--- src/design/prbs_pkg.sv ---
// ----------------------------------------------------------------------------
// prbs_pkg
// Shared types, constants and helpers of the peak / RMS block summary.
// ----------------------------------------------------------------------------
package prbs_pkg;

   localparam int SAMPLE_W     = 16;
   localparam int MAG_W        = 17;
   localparam int SQR_W        = 31;
   localparam int LEVEL_W      = 8;
   localparam int ODD_W        = 9;
   localparam int ODD_SQ_W     = 18;
   localparam int RMS_SCALE_W  = 18;
   localparam int RMS_FRAC     = 30;
   localparam int SHIFT_REST   = RMS_FRAC - RMS_SCALE_W;

   // 4 * 255^2, the scale of the rms test
   localparam logic [RMS_SCALE_W-1:0] RMS_SCALE = 18'd260100;
   localparam logic [LEVEL_W-1:0]     LEVEL_MAX = 8'd255;
   localparam logic [24:0]            PEAK_HALF = 25'd16384;

   typedef enum logic [2:0] {
      ST_IDLE,
      ST_ACCUM,
      ST_START,
      ST_RMS,
      ST_HOLD
   } ctl_state_type;

   typedef enum logic [2:0] {
      RS_IDLE,
      RS_MUL,
      RS_SQUARE,
      RS_CHECK,
      RS_DONE
   } rms_state_type;

   typedef struct packed {
      logic capture;
      logic update;
   } acc_ctl_type;

   typedef struct packed {
      logic emit;
   } acc_stat_type;

   typedef struct packed {
      logic start;
   } rms_ctl_type;

   typedef struct packed {
      logic busy;
      logic done;
   } rms_stat_type;

   // round(|x| * 255) with half up, saturated
   function automatic logic [LEVEL_W-1:0] peak_of(input logic [MAG_W-1:0] mag);
      logic [24:0] t;
      logic [9:0]  q;
      t = {mag, 8'b0} - 25'(mag) + PEAK_HALF;
      q = t[24:15];
      peak_of = (q > 10'(LEVEL_MAX)) ? LEVEL_MAX : q[LEVEL_W-1:0];
   endfunction

endpackage

--- src/design/prbs_req_if.sv ---
// ----------------------------------------------------------------------------
// prbs_req_if
// Sample channel: valid / ready handshake with sample, channel and last.
// ----------------------------------------------------------------------------
interface prbs_req_if;
   logic                                 valid;
   logic                                 ready;
   logic signed [prbs_pkg::SAMPLE_W-1:0] sample;
   logic                                 channel;
   logic                                 last;

   modport source (output valid, sample, channel, last, input ready);
   modport sink   (input valid, sample, channel, last, output ready);
endinterface

--- src/design/prbs_rsp_if.sv ---
// ----------------------------------------------------------------------------
// prbs_rsp_if
// Summary channel: valid / ready handshake with one overview entry.
// ----------------------------------------------------------------------------
interface prbs_rsp_if;
   logic                            valid;
   logic                            ready;
   logic                            out_channel;
   logic [prbs_pkg::LEVEL_W-1:0]    peak_level;
   logic [prbs_pkg::LEVEL_W-1:0]    rms_level;

   modport source (output valid, out_channel, peak_level, rms_level, input ready);
   modport sink   (input valid, out_channel, peak_level, rms_level, output ready);
endinterface

--- src/design/prbs_accum.sv ---
// ----------------------------------------------------------------------------
// prbs_accum
// Per-channel block state: square sum, block peak and fill count.
// ----------------------------------------------------------------------------
module prbs_accum #(
   parameter int BLOCK_LEN = 128,
   parameter int CHANNELS  = 2,
   parameter int SUM_W     = prbs_pkg::SQR_W + $clog2(BLOCK_LEN)
) (
   input  logic                                 clock,
   input  logic                                 reset,
   input  prbs_pkg::acc_ctl_type                ctl,
   input  logic signed [prbs_pkg::SAMPLE_W-1:0] sample,
   input  logic                                 channel,
   input  logic                                 last,
   output prbs_pkg::acc_stat_type               stat,
   output logic [SUM_W-1:0]                     blk_sum,
   output logic [prbs_pkg::LEVEL_W-1:0]         blk_peak,
   output logic                                 blk_ch
);

   localparam int IDX_W  = (CHANNELS > 1) ? $clog2(CHANNELS) : 1;
   localparam int FILL_W = $clog2(BLOCK_LEN + 1);

   logic [prbs_pkg::MAG_W-1:0]     mag_in;
   logic [2*prbs_pkg::MAG_W-1:0]   sq_full;
   logic [prbs_pkg::SQR_W-1:0]     sq_ff;
   logic [prbs_pkg::LEVEL_W-1:0]   pk_ff;
   logic                           ch_ff;
   logic                           last_ff;

   logic [SUM_W-1:0]               sum_ff  [CHANNELS];
   logic [prbs_pkg::LEVEL_W-1:0]   peak_ff [CHANNELS];
   logic [FILL_W-1:0]              fill_ff [CHANNELS];

   logic [IDX_W-1:0]               idx;
   logic                           in_range;
   logic [FILL_W-1:0]              fill_next;
   logic [SUM_W-1:0]               sum_next;
   logic [prbs_pkg::LEVEL_W-1:0]   peak_next;

   logic [SUM_W-1:0]               blk_sum_ff;
   logic [prbs_pkg::LEVEL_W-1:0]   blk_peak_ff;
   logic                           blk_ch_ff;

   // two's complement magnitude, 0..32768
   always_comb begin
      if (sample[prbs_pkg::SAMPLE_W-1]) begin
         mag_in = prbs_pkg::MAG_W'(0) - {1'b1, sample};
      end else begin
         mag_in = {1'b0, sample};
      end
   end

   assign sq_full = mag_in * mag_in;

   always_ff @(posedge clock) begin
      if (ctl.capture) begin
         sq_ff   <= sq_full[prbs_pkg::SQR_W-1:0];
         pk_ff   <= prbs_pkg::peak_of(mag_in);
         ch_ff   <= channel;
         last_ff <= last;
      end
   end

   assign idx       = IDX_W'(ch_ff);
   assign in_range  = (32'(ch_ff) < CHANNELS);
   assign fill_next = fill_ff[idx] + FILL_W'(1);
   assign sum_next  = sum_ff[idx] + SUM_W'(sq_ff);
   assign peak_next = (pk_ff > peak_ff[idx]) ? pk_ff : peak_ff[idx];

   assign stat.emit = in_range && ((fill_next >= FILL_W'(BLOCK_LEN)) || last_ff);

   always_ff @(posedge clock) begin
      if (reset) begin
         for (int i = 0; i < CHANNELS; i++) begin
            sum_ff[i]  <= '0;
            peak_ff[i] <= '0;
            fill_ff[i] <= '0;
         end
      end else if (ctl.update && in_range) begin
         if (stat.emit) begin
            sum_ff[idx]  <= '0;
            peak_ff[idx] <= '0;
            fill_ff[idx] <= '0;
         end else begin
            sum_ff[idx]  <= sum_next;
            peak_ff[idx] <= peak_next;
            fill_ff[idx] <= fill_next;
         end
      end
   end

   always_ff @(posedge clock) begin
      if (ctl.update && stat.emit) begin
         blk_sum_ff  <= sum_next;
         blk_peak_ff <= peak_next;
         blk_ch_ff   <= ch_ff;
      end
   end

   assign blk_sum  = blk_sum_ff;
   assign blk_peak = blk_peak_ff;
   assign blk_ch   = blk_ch_ff;

endmodule

--- src/design/prbs_rms.sv ---
// ----------------------------------------------------------------------------
// prbs_rms
// Iterative rms level: serial shift-add scaling of the square sum, then a
// bitwise search for the largest level whose half-up boundary still fits.
// ----------------------------------------------------------------------------
module prbs_rms #(
   parameter int BLOCK_LEN = 128,
   parameter int SUM_W     = prbs_pkg::SQR_W + $clog2(BLOCK_LEN)
) (
   input  logic                          clock,
   input  logic                          reset,
   input  prbs_pkg::rms_ctl_type         ctl,
   input  logic [SUM_W-1:0]              sum,
   output prbs_pkg::rms_stat_type        stat,
   output logic [prbs_pkg::LEVEL_W-1:0]  level
);

   localparam int CNT_W = $clog2(prbs_pkg::RMS_SCALE_W);
   localparam int BIT_W = $clog2(prbs_pkg::LEVEL_W);
   localparam int Q_W   = SUM_W - prbs_pkg::SHIFT_REST;
   localparam int BL_W  = $clog2(BLOCK_LEN + 1);
   localparam int LHS_W = prbs_pkg::ODD_SQ_W + BL_W;
   localparam int CMP_W = (LHS_W > Q_W) ? LHS_W : Q_W;

   prbs_pkg::rms_state_type state_ff, state_in;

   logic [SUM_W-1:0]                 sum_ff;
   logic [SUM_W-1:0]                 acc_ff;
   logic [CNT_W-1:0]                 cnt_ff;
   logic [prbs_pkg::LEVEL_W-1:0]     r_ff;
   logic [BIT_W-1:0]                 bit_ff;
   logic [prbs_pkg::ODD_SQ_W-1:0]    osq_ff;

   logic [SUM_W-1:0]                 addend;
   logic [SUM_W:0]                   acc_sum;
   logic                             mul_last;
   logic [Q_W-1:0]                   q;
   logic [prbs_pkg::LEVEL_W-1:0]     cand;
   logic [prbs_pkg::ODD_W-1:0]       odd;
   logic [LHS_W-1:0]                 lhs;
   logic                             fits;

   // acc keeps floor(sum * scale_bits_so_far / 2^steps), always below sum
   assign addend   = prbs_pkg::RMS_SCALE[cnt_ff] ? sum_ff : '0;
   assign acc_sum  = {1'b0, acc_ff} + {1'b0, addend};
   assign mul_last = (cnt_ff == CNT_W'(prbs_pkg::RMS_SCALE_W - 1));
   assign q        = acc_ff[SUM_W-1:prbs_pkg::SHIFT_REST];

   assign cand = r_ff | (prbs_pkg::LEVEL_W'(1) << bit_ff);
   assign odd  = {cand, 1'b0} - prbs_pkg::ODD_W'(1);
   assign lhs  = LHS_W'(osq_ff) * LHS_W'(BLOCK_LEN);
   assign fits = (CMP_W'(lhs) <= CMP_W'(q));

   always_comb begin
      state_in = state_ff;
      case (state_ff)
         prbs_pkg::RS_IDLE: begin
            if (ctl.start) begin
               state_in = prbs_pkg::RS_MUL;
            end
         end
         prbs_pkg::RS_MUL: begin
            if (mul_last) begin
               state_in = prbs_pkg::RS_SQUARE;
            end
         end
         prbs_pkg::RS_SQUARE: begin
            state_in = prbs_pkg::RS_CHECK;
         end
         prbs_pkg::RS_CHECK: begin
            if (bit_ff == '0) begin
               state_in = prbs_pkg::RS_DONE;
            end else begin
               state_in = prbs_pkg::RS_SQUARE;
            end
         end
         prbs_pkg::RS_DONE: begin
            state_in = prbs_pkg::RS_IDLE;
         end
         default: begin
            state_in = prbs_pkg::RS_IDLE;
         end
      endcase
   end

   always_ff @(posedge clock) begin
      if (reset) begin
         state_ff <= prbs_pkg::RS_IDLE;
      end else begin
         state_ff <= state_in;
      end
   end

   always_ff @(posedge clock) begin
      case (state_ff)
         prbs_pkg::RS_IDLE: begin
            if (ctl.start) begin
               sum_ff <= sum;
               acc_ff <= '0;
               cnt_ff <= '0;
               r_ff   <= '0;
               bit_ff <= BIT_W'(prbs_pkg::LEVEL_W - 1);
            end
         end
         prbs_pkg::RS_MUL: begin
            acc_ff <= acc_sum[SUM_W:1];
            cnt_ff <= cnt_ff + CNT_W'(1);
         end
         prbs_pkg::RS_SQUARE: begin
            osq_ff <= odd * odd;
         end
         prbs_pkg::RS_CHECK: begin
            if (fits) begin
               r_ff <= cand;
            end
            bit_ff <= bit_ff - BIT_W'(1);
         end
         default: begin
         end
      endcase
   end

   always_comb begin
      stat.busy = (state_ff != prbs_pkg::RS_IDLE);
      stat.done = (state_ff == prbs_pkg::RS_DONE);
      level     = r_ff;
   end

endmodule

--- src/design/peak_rms_block_summary_top.sv ---
// ----------------------------------------------------------------------------
// peak_rms_block_summary_top
// Per-channel peak and rms overview of a tagged audio sample stream.
// ----------------------------------------------------------------------------
// A sample that does not close a block passes ST_ACCUM, then ready returns.
// A sample that closes a block also passes ST_START, ST_RMS (18 shift-add
// steps, then 8 search bits of a square and a check each) and ST_HOLD; the
// entry then sits in the output register while the next sample is accepted.
// Synchronous active-high reset clears all channel state and the sequencer.
// ----------------------------------------------------------------------------
module peak_rms_block_summary_top #(
   parameter int BLOCK_LEN = 128,
   parameter int CHANNELS  = 2
) (
   input  logic       clock,
   input  logic       reset,
   prbs_req_if.sink   req_chan,
   prbs_rsp_if.source rsp_chan
);

   localparam int SUM_W = prbs_pkg::SQR_W + $clog2(BLOCK_LEN);

   prbs_pkg::ctl_state_type state_ff, state_in;

   prbs_pkg::acc_ctl_type   acc_ctl;
   prbs_pkg::acc_stat_type  acc_stat;
   prbs_pkg::rms_ctl_type   rms_ctl;
   prbs_pkg::rms_stat_type  rms_stat;

   logic [SUM_W-1:0]                blk_sum;
   logic [prbs_pkg::LEVEL_W-1:0]    blk_peak;
   logic                            blk_ch;
   logic [prbs_pkg::LEVEL_W-1:0]    rms_level;

   logic                            req_take;
   logic                            out_free;
   logic                            out_load;
   logic                            out_valid_ff;
   logic                            out_ch_ff;
   logic [prbs_pkg::LEVEL_W-1:0]    out_peak_ff;
   logic [prbs_pkg::LEVEL_W-1:0]    out_rms_ff;

   prbs_accum #(
      .BLOCK_LEN (BLOCK_LEN),
      .CHANNELS  (CHANNELS),
      .SUM_W     (SUM_W)
   ) u_accum (
      .clock    (clock),
      .reset    (reset),
      .ctl      (acc_ctl),
      .sample   (req_chan.sample),
      .channel  (req_chan.channel),
      .last     (req_chan.last),
      .stat     (acc_stat),
      .blk_sum  (blk_sum),
      .blk_peak (blk_peak),
      .blk_ch   (blk_ch)
   );

   prbs_rms #(
      .BLOCK_LEN (BLOCK_LEN),
      .SUM_W     (SUM_W)
   ) u_rms (
      .clock (clock),
      .reset (reset),
      .ctl   (rms_ctl),
      .sum   (blk_sum),
      .stat  (rms_stat),
      .level (rms_level)
   );

   assign out_free = !out_valid_ff || rsp_chan.ready;
   assign req_take = req_chan.valid && req_chan.ready;

   always_comb begin
      state_in = state_ff;
      case (state_ff)
         prbs_pkg::ST_IDLE: begin
            if (req_chan.valid) begin
               state_in = prbs_pkg::ST_ACCUM;
            end
         end
         prbs_pkg::ST_ACCUM: begin
            if (acc_stat.emit) begin
               state_in = prbs_pkg::ST_START;
            end else begin
               state_in = prbs_pkg::ST_IDLE;
            end
         end
         prbs_pkg::ST_START: begin
            state_in = prbs_pkg::ST_RMS;
         end
         prbs_pkg::ST_RMS: begin
            if (rms_stat.done) begin
               state_in = prbs_pkg::ST_HOLD;
            end
         end
         prbs_pkg::ST_HOLD: begin
            if (out_free) begin
               state_in = prbs_pkg::ST_IDLE;
            end
         end
         default: begin
            state_in = prbs_pkg::ST_IDLE;
         end
      endcase
   end

   always_ff @(posedge clock) begin
      if (reset) begin
         state_ff <= prbs_pkg::ST_IDLE;
      end else begin
         state_ff <= state_in;
      end
   end

   always_comb begin
      req_chan.ready  = (state_ff == prbs_pkg::ST_IDLE);
      acc_ctl.capture = req_take;
      acc_ctl.update  = (state_ff == prbs_pkg::ST_ACCUM);
      rms_ctl.start   = (state_ff == prbs_pkg::ST_START);
      out_load        = (state_ff == prbs_pkg::ST_HOLD) && out_free;
   end

   // output register, so a finished entry can wait while samples keep coming
   always_ff @(posedge clock) begin
      if (reset) begin
         out_valid_ff <= 1'b0;
      end else if (out_load) begin
         out_valid_ff <= 1'b1;
      end else if (rsp_chan.ready) begin
         out_valid_ff <= 1'b0;
      end
   end

   always_ff @(posedge clock) begin
      if (out_load) begin
         out_ch_ff   <= blk_ch;
         out_peak_ff <= blk_peak;
         out_rms_ff  <= rms_level;
      end
   end

   assign rsp_chan.valid       = out_valid_ff;
   assign rsp_chan.out_channel = out_ch_ff;
   assign rsp_chan.peak_level  = out_peak_ff;
   assign rsp_chan.rms_level   = out_rms_ff;

   a_busy_after_take: assert property (
      @(posedge clock) disable iff (reset)
      req_take |=> !req_chan.ready
   ) else $error("sample taken while previous one still in work");

   a_rms_starts: assert property (
      @(posedge clock) disable iff (reset)
      (state_ff == prbs_pkg::ST_START) |=> rms_stat.busy
   ) else $error("rms unit did not start");

   a_done_in_rms: assert property (
      @(posedge clock) disable iff (reset)
      rms_stat.done |-> (state_ff == prbs_pkg::ST_RMS)
   ) else $error("rms result arrived outside rms wait");

   a_hold_keeps_entry: assert property (
      @(posedge clock) disable iff (reset)
      ((state_ff == prbs_pkg::ST_HOLD) && !out_free) |=> (state_ff == prbs_pkg::ST_HOLD)
   ) else $error("pending entry dropped");

endmodule
--- src/flat_wrapper.sv ---
// flat-port wrapper written by rule: the top's interface ports become plain ports
module peak_rms_block_summary_top_flat 
#(
   parameter int BLOCK_LEN = 128,
   parameter int CHANNELS  = 2
)
  (clock, reset, req_chan_valid, req_chan_sample, req_chan_channel, req_chan_last, req_chan_ready, rsp_chan_valid, rsp_chan_out_channel, rsp_chan_peak_level, rsp_chan_rms_level, rsp_chan_ready);
  prbs_req_if req_chan_i ();
  prbs_rsp_if rsp_chan_i ();
  input  logic clock;
  input  logic reset;
  input wire logic [$bits(req_chan_i.valid)-1:0] req_chan_valid;
  input wire logic [$bits(req_chan_i.sample)-1:0] req_chan_sample;
  input wire logic [$bits(req_chan_i.channel)-1:0] req_chan_channel;
  input wire logic [$bits(req_chan_i.last)-1:0] req_chan_last;
  output wire logic [$bits(req_chan_i.ready)-1:0] req_chan_ready;
  output wire logic [$bits(rsp_chan_i.valid)-1:0] rsp_chan_valid;
  output wire logic [$bits(rsp_chan_i.out_channel)-1:0] rsp_chan_out_channel;
  output wire logic [$bits(rsp_chan_i.peak_level)-1:0] rsp_chan_peak_level;
  output wire logic [$bits(rsp_chan_i.rms_level)-1:0] rsp_chan_rms_level;
  input wire logic [$bits(rsp_chan_i.ready)-1:0] rsp_chan_ready;
  assign req_chan_i.valid = req_chan_valid;
  assign req_chan_i.sample = req_chan_sample;
  assign req_chan_i.channel = req_chan_channel;
  assign req_chan_i.last = req_chan_last;
  assign req_chan_ready = req_chan_i.ready;
  assign rsp_chan_valid = rsp_chan_i.valid;
  assign rsp_chan_out_channel = rsp_chan_i.out_channel;
  assign rsp_chan_peak_level = rsp_chan_i.peak_level;
  assign rsp_chan_rms_level = rsp_chan_i.rms_level;
  assign rsp_chan_i.ready = rsp_chan_ready;
  peak_rms_block_summary_top #(.BLOCK_LEN(BLOCK_LEN), .CHANNELS(CHANNELS)) u_core (.clock(clock), .reset(reset), .req_chan(req_chan_i), .rsp_chan(rsp_chan_i));
endmodule
--- config.mk ---
export PLATFORM = sky130hd
export DESIGN_NAME = peak_rms_block_summary_top_flat
export DESIGN_NICKNAME = d
export VERILOG_FILES = /design/src/design/prbs_pkg.sv /design/src/design/prbs_req_if.sv /design/src/design/prbs_rsp_if.sv /design/src/design/prbs_accum.sv /design/src/design/prbs_rms.sv /design/src/design/peak_rms_block_summary_top.sv /design/src/flat_wrapper.sv
export SDC_FILE = /design/constraint.sdc
export NUM_CORES = 1
export LEC_CHECK = 0
export ABC_AREA = 1
export BUFFER_PORTS_ARGS = -buffer_cell sky130_fd_sc_hd__buf_2
export CAP_MARGIN = 20
export CORE_UTILIZATION = 25
export DETAILED_ROUTE_END_ITERATION = 10
export GPL_TIMING_DRIVEN = 0
export SLEW_MARGIN = 0
export SYNTH_ARGS = -nofsm -noshare
export SYNTH_HDL_FRONTEND = slang
export SYNTH_HIERARCHICAL = 1
export SYNTH_SLANG_ARGS = --single-unit
--- constraint.sdc ---
create_clock -name clock -period 15.76 [get_ports clock]
set_input_delay 3.152 -clock clock [delete_from_list [all_inputs] [get_ports clock]]
set_output_delay 3.152 -clock clock [all_outputs]
set_load 0.005 [all_outputs]
==> metrics.cfg <==
[worst_setup_path]
crit_path_top_delay_cell=xnor2_1
reg2reg_depth=24
required_ns=16.06
start_kind=input port
critical_path_class=input port to flip-flop
arrival_ns=12.00
crit_path_end_kind=flip-flop
slowest_delay_ns=0.91
path_delay_family=adder cells
crit_fanout=12
ff2ff_setup_slack_ns=9.73
crit_buf_inv=10
r2r_start=u_core/u_rms/bit_ff[0]
r2r-end=u_core/u_rms/osq_ff[14]

[floorplan]
dieArea_um2=121000
std_cell_rows=126
die_w_um=348
start_util=0.253
io_pins=41
die_h_um=348
core_area_um2=118000

[worst_hold_path]
hold_path.class=flip-flop to flip-flop
hold_end=u_core/u_rms/sum_ff[15]
worstHoldStart=u_core/u_accum/blk_sum[15]
min_path_cells=0

[yosys]
yosysSeqAreaShare=0.327
syn_area_per_cell_um2=8.41
synth.ff_latch_count=328
syn_inst=3554
synth.distinct_cells=59
synth_top_flop_cell=edfxtp_1
async_flop_share=0
syn_area_um2=29900
synth_edf_count=319
ys_warn_count=6

[detailed_routing]
drtAntennaViolNets=0
routed_wl_um=71000
route.vias.total=22600
first_pass_iters=7
wire_per_inst_um=13.6
via_per_inst=4.32
drt_iter0_drc=1174
drc=0

[global_route]
track_usage=0.118
first_global_vias=22600
grt_pass1_wl_um=116000
antenna_found_initial=1
overflow=0
grt_max_degree=55

[clock_tree]
cts.repair.resized=0
cts_sinks=328
cts_root_buf=clkbuf_16
htree_levels=2
post_cts_buffers=0
cts_hold_buf=0
cts_tree=yes
clockBufferDepth=3
numCtsBuffers=38
clk_latency_ns=0.56
clkTransAtPathRegs_ns=0.06

[place]
dp_slack_ns=3.48
hpwl_um=57900
gp_congestion=0.905
dp_cells=5173
portBuffers=40

[sta]
relSlewSlack=0.211
hold_viol=0
period_minus_slack_ns=11.70
setup_tns_ns=0
setup_viol=0
skew_ns=0.0170
drv_slew=0
max_clock_freq_mhz=85.5
worstMarginPinSlew_ns=1.18
rsz0062_at_grt=false
final.setup.worst_slack_ns=4.06
finalCritPeriodShare=0.742

[power_and_ir_drop]
p_total_w=0.00685
peakVddDrop_mv=0.191
power.leakage_nw=15.9
power-per-cell-area_nw_per_um2=204

[finish]
nets=4191
drive_above_1_share=0.0596
utilization=0.284
fin_cells=5242
most-common-layout-cells=749 x inv_1, 723 x nand2_1, 429 x nor2_1, 319 x edfxtp_1, 263 x ha_1
diodes=0
syn2layout_area_growth_pct=12.3
layout_commonest_cell=inv_1

[run_status]
status=complete, no violations

[run]
maxCapViolations=0

stage by stage:
step	area (um^2)	hold slack (ns)
after floorplan	30000	0.400
after global routing	33600	0.421
after CTS	33600	0.418
after global placement	32100	0.402
after detailed placement	32300	0.405
final	33600	0.416
kinds of logic (layout without fill, tap and decap cells):
kind of cell | Yosys count | in the layout | synth area share
AND/OR/NAND/NOR | 1427 | 1427 | 0.196
other | 2 | 35 | 0.000251
flip-flops | 328 | 328 | 0.327
multiplexers | 40 | 40 | 0.0147
XOR/XNOR | 85 | 85 | 0.0263
AO/OA/AOI/OAI | 364 | 364 | 0.0676
buffers and inverters | 816 | 935 | 0.105
adder cells (fa/ha/maj) | 492 | 492 | 0.264
flip-flops by register name (all words and copies together) (netlist names), named ones only:
name and count:
u_core/rsp_chan.out_channel 1, u_core/rsp_chan.peak_level 8, u_core/rsp_chan.rms_level 8, u_core/rsp_chan.valid 1, u_core/state_ff 3, u_core/u_accum/blk_ch 1
u_core/u_accum/blk_peak 8, u_core/u_accum/blk_sum 38, u_core/u_accum/ch_ff 1, u_core/u_accum/fill_ff 16, u_core/u_accum/last_ff 1, u_core/u_accum/peak_ff 16
u_core/u_accum/pk_ff 8, u_core/u_accum/sq_ff 30, u_core/u_accum/sum_ff 76, u_core/u_rms/acc_ff 38, u_core/u_rms/bit_ff 3, u_core/u_rms/cnt_ff 5
u_core/u_rms/level 8, u_core/u_rms/osq_ff 15, u_core/u_rms/state_ff 3, u_core/u_rms/sum_ff 38
report_power, final:
group	total (W)	switching (W)	internal (W)
Clock	0.000887	0.000359	0.000529
Combinational	0.00458	0.00287	0.00171
Sequential	0.00139	0.0000557	0.00133
layer usage:
metal,wire length [um],share of wire,GRT usage
met5,0,0,0
met4,1820,0.026,0.0364
met3,2910,0.041,0.0124
met2,32100,0.45,0.195
met1,34200,0.48,0.162
Yosys cell counts (all sizes together) (8+ instances only):
master / n / area [um^2]
inv: 763 / 2870
nand2: 733 / 2780
nor2: 438 / 1690
edfxtp: 319 / 9580
ha: 263 / 3290
fa: 229 / 4580
a21oi: 186 / 968
nand3: 164 / 841
o21ai: 116 / 592
xor2: 53 / 498
nor3: 42 / 225
mux2: 32 / 360
xnor2: 32 / 288
clkbuf: 27 / 101
nand4: 23 / 150
buf: 22 / 143
and2: 15 / 93.8
o21bai: 15 / 113
a21o: 13 / 97.6
o21a: 12 / 90.1
dfxtp: 9 / 180
mux2i: 8 / 80.1
final cells by class:
type	count	area (um^2)
Inverter	767	2890
Timing Repair Buffer	50	333
Clock inverter	24	258
Clock buffer	45	1010
Sequential cell	328	9760
Fill cell	12800	84700
Tap cell	1536	1920
Multi-Input combinational cell	2443	17200
Buffer	49	244
worst max-delay path by stage:
stage | start | end | slack [ns] | cells past startpoint
global placement | req_chan_sample[0] | u_core/u_accum/sq_ff[30] | 3.57 | 29
finish | req_chan_sample[0] | u_core/u_accum/sq_ff[30] | 4.06 | 29
global route | req_chan_sample[0] | u_core/u_accum/sq_ff[30] | 3.59 | 29
floorplan | req_chan_sample[0] | u_core/u_accum/sq_ff[30] | 5.98 | 28
CTS | req_chan_sample[0] | u_core/u_accum/sq_ff[30] | 4.07 | 29
detailed placement | req_chan_sample[0] | u_core/u_accum/sq_ff[30] | 3.48 | 29
worst register-to-register path: stages (launching register included):
cell      delay (ns)
edfxtp_1        0.41
inv_1           0.11
ha_1            0.27
inv_2           0.06
nor2_1          0.07
nor2_4          0.19
ha_1            0.30
inv_1           0.08
nor3_2          0.25
xor2_2          0.47
nor2_1          0.19
fa_1            0.45
fa_1            0.54
inv_1           0.05
fa_1            0.49
fa_1            0.50
inv_1           0.05
ha_1            0.34
nand2_1         0.08
nor3_1          0.17
nor2_1          0.09
o21ai_0         0.30
nand3_1         0.15
nand3_1         0.09
nand2_1         0.06
No activity file was read; power rests on OpenSTA's default activity.
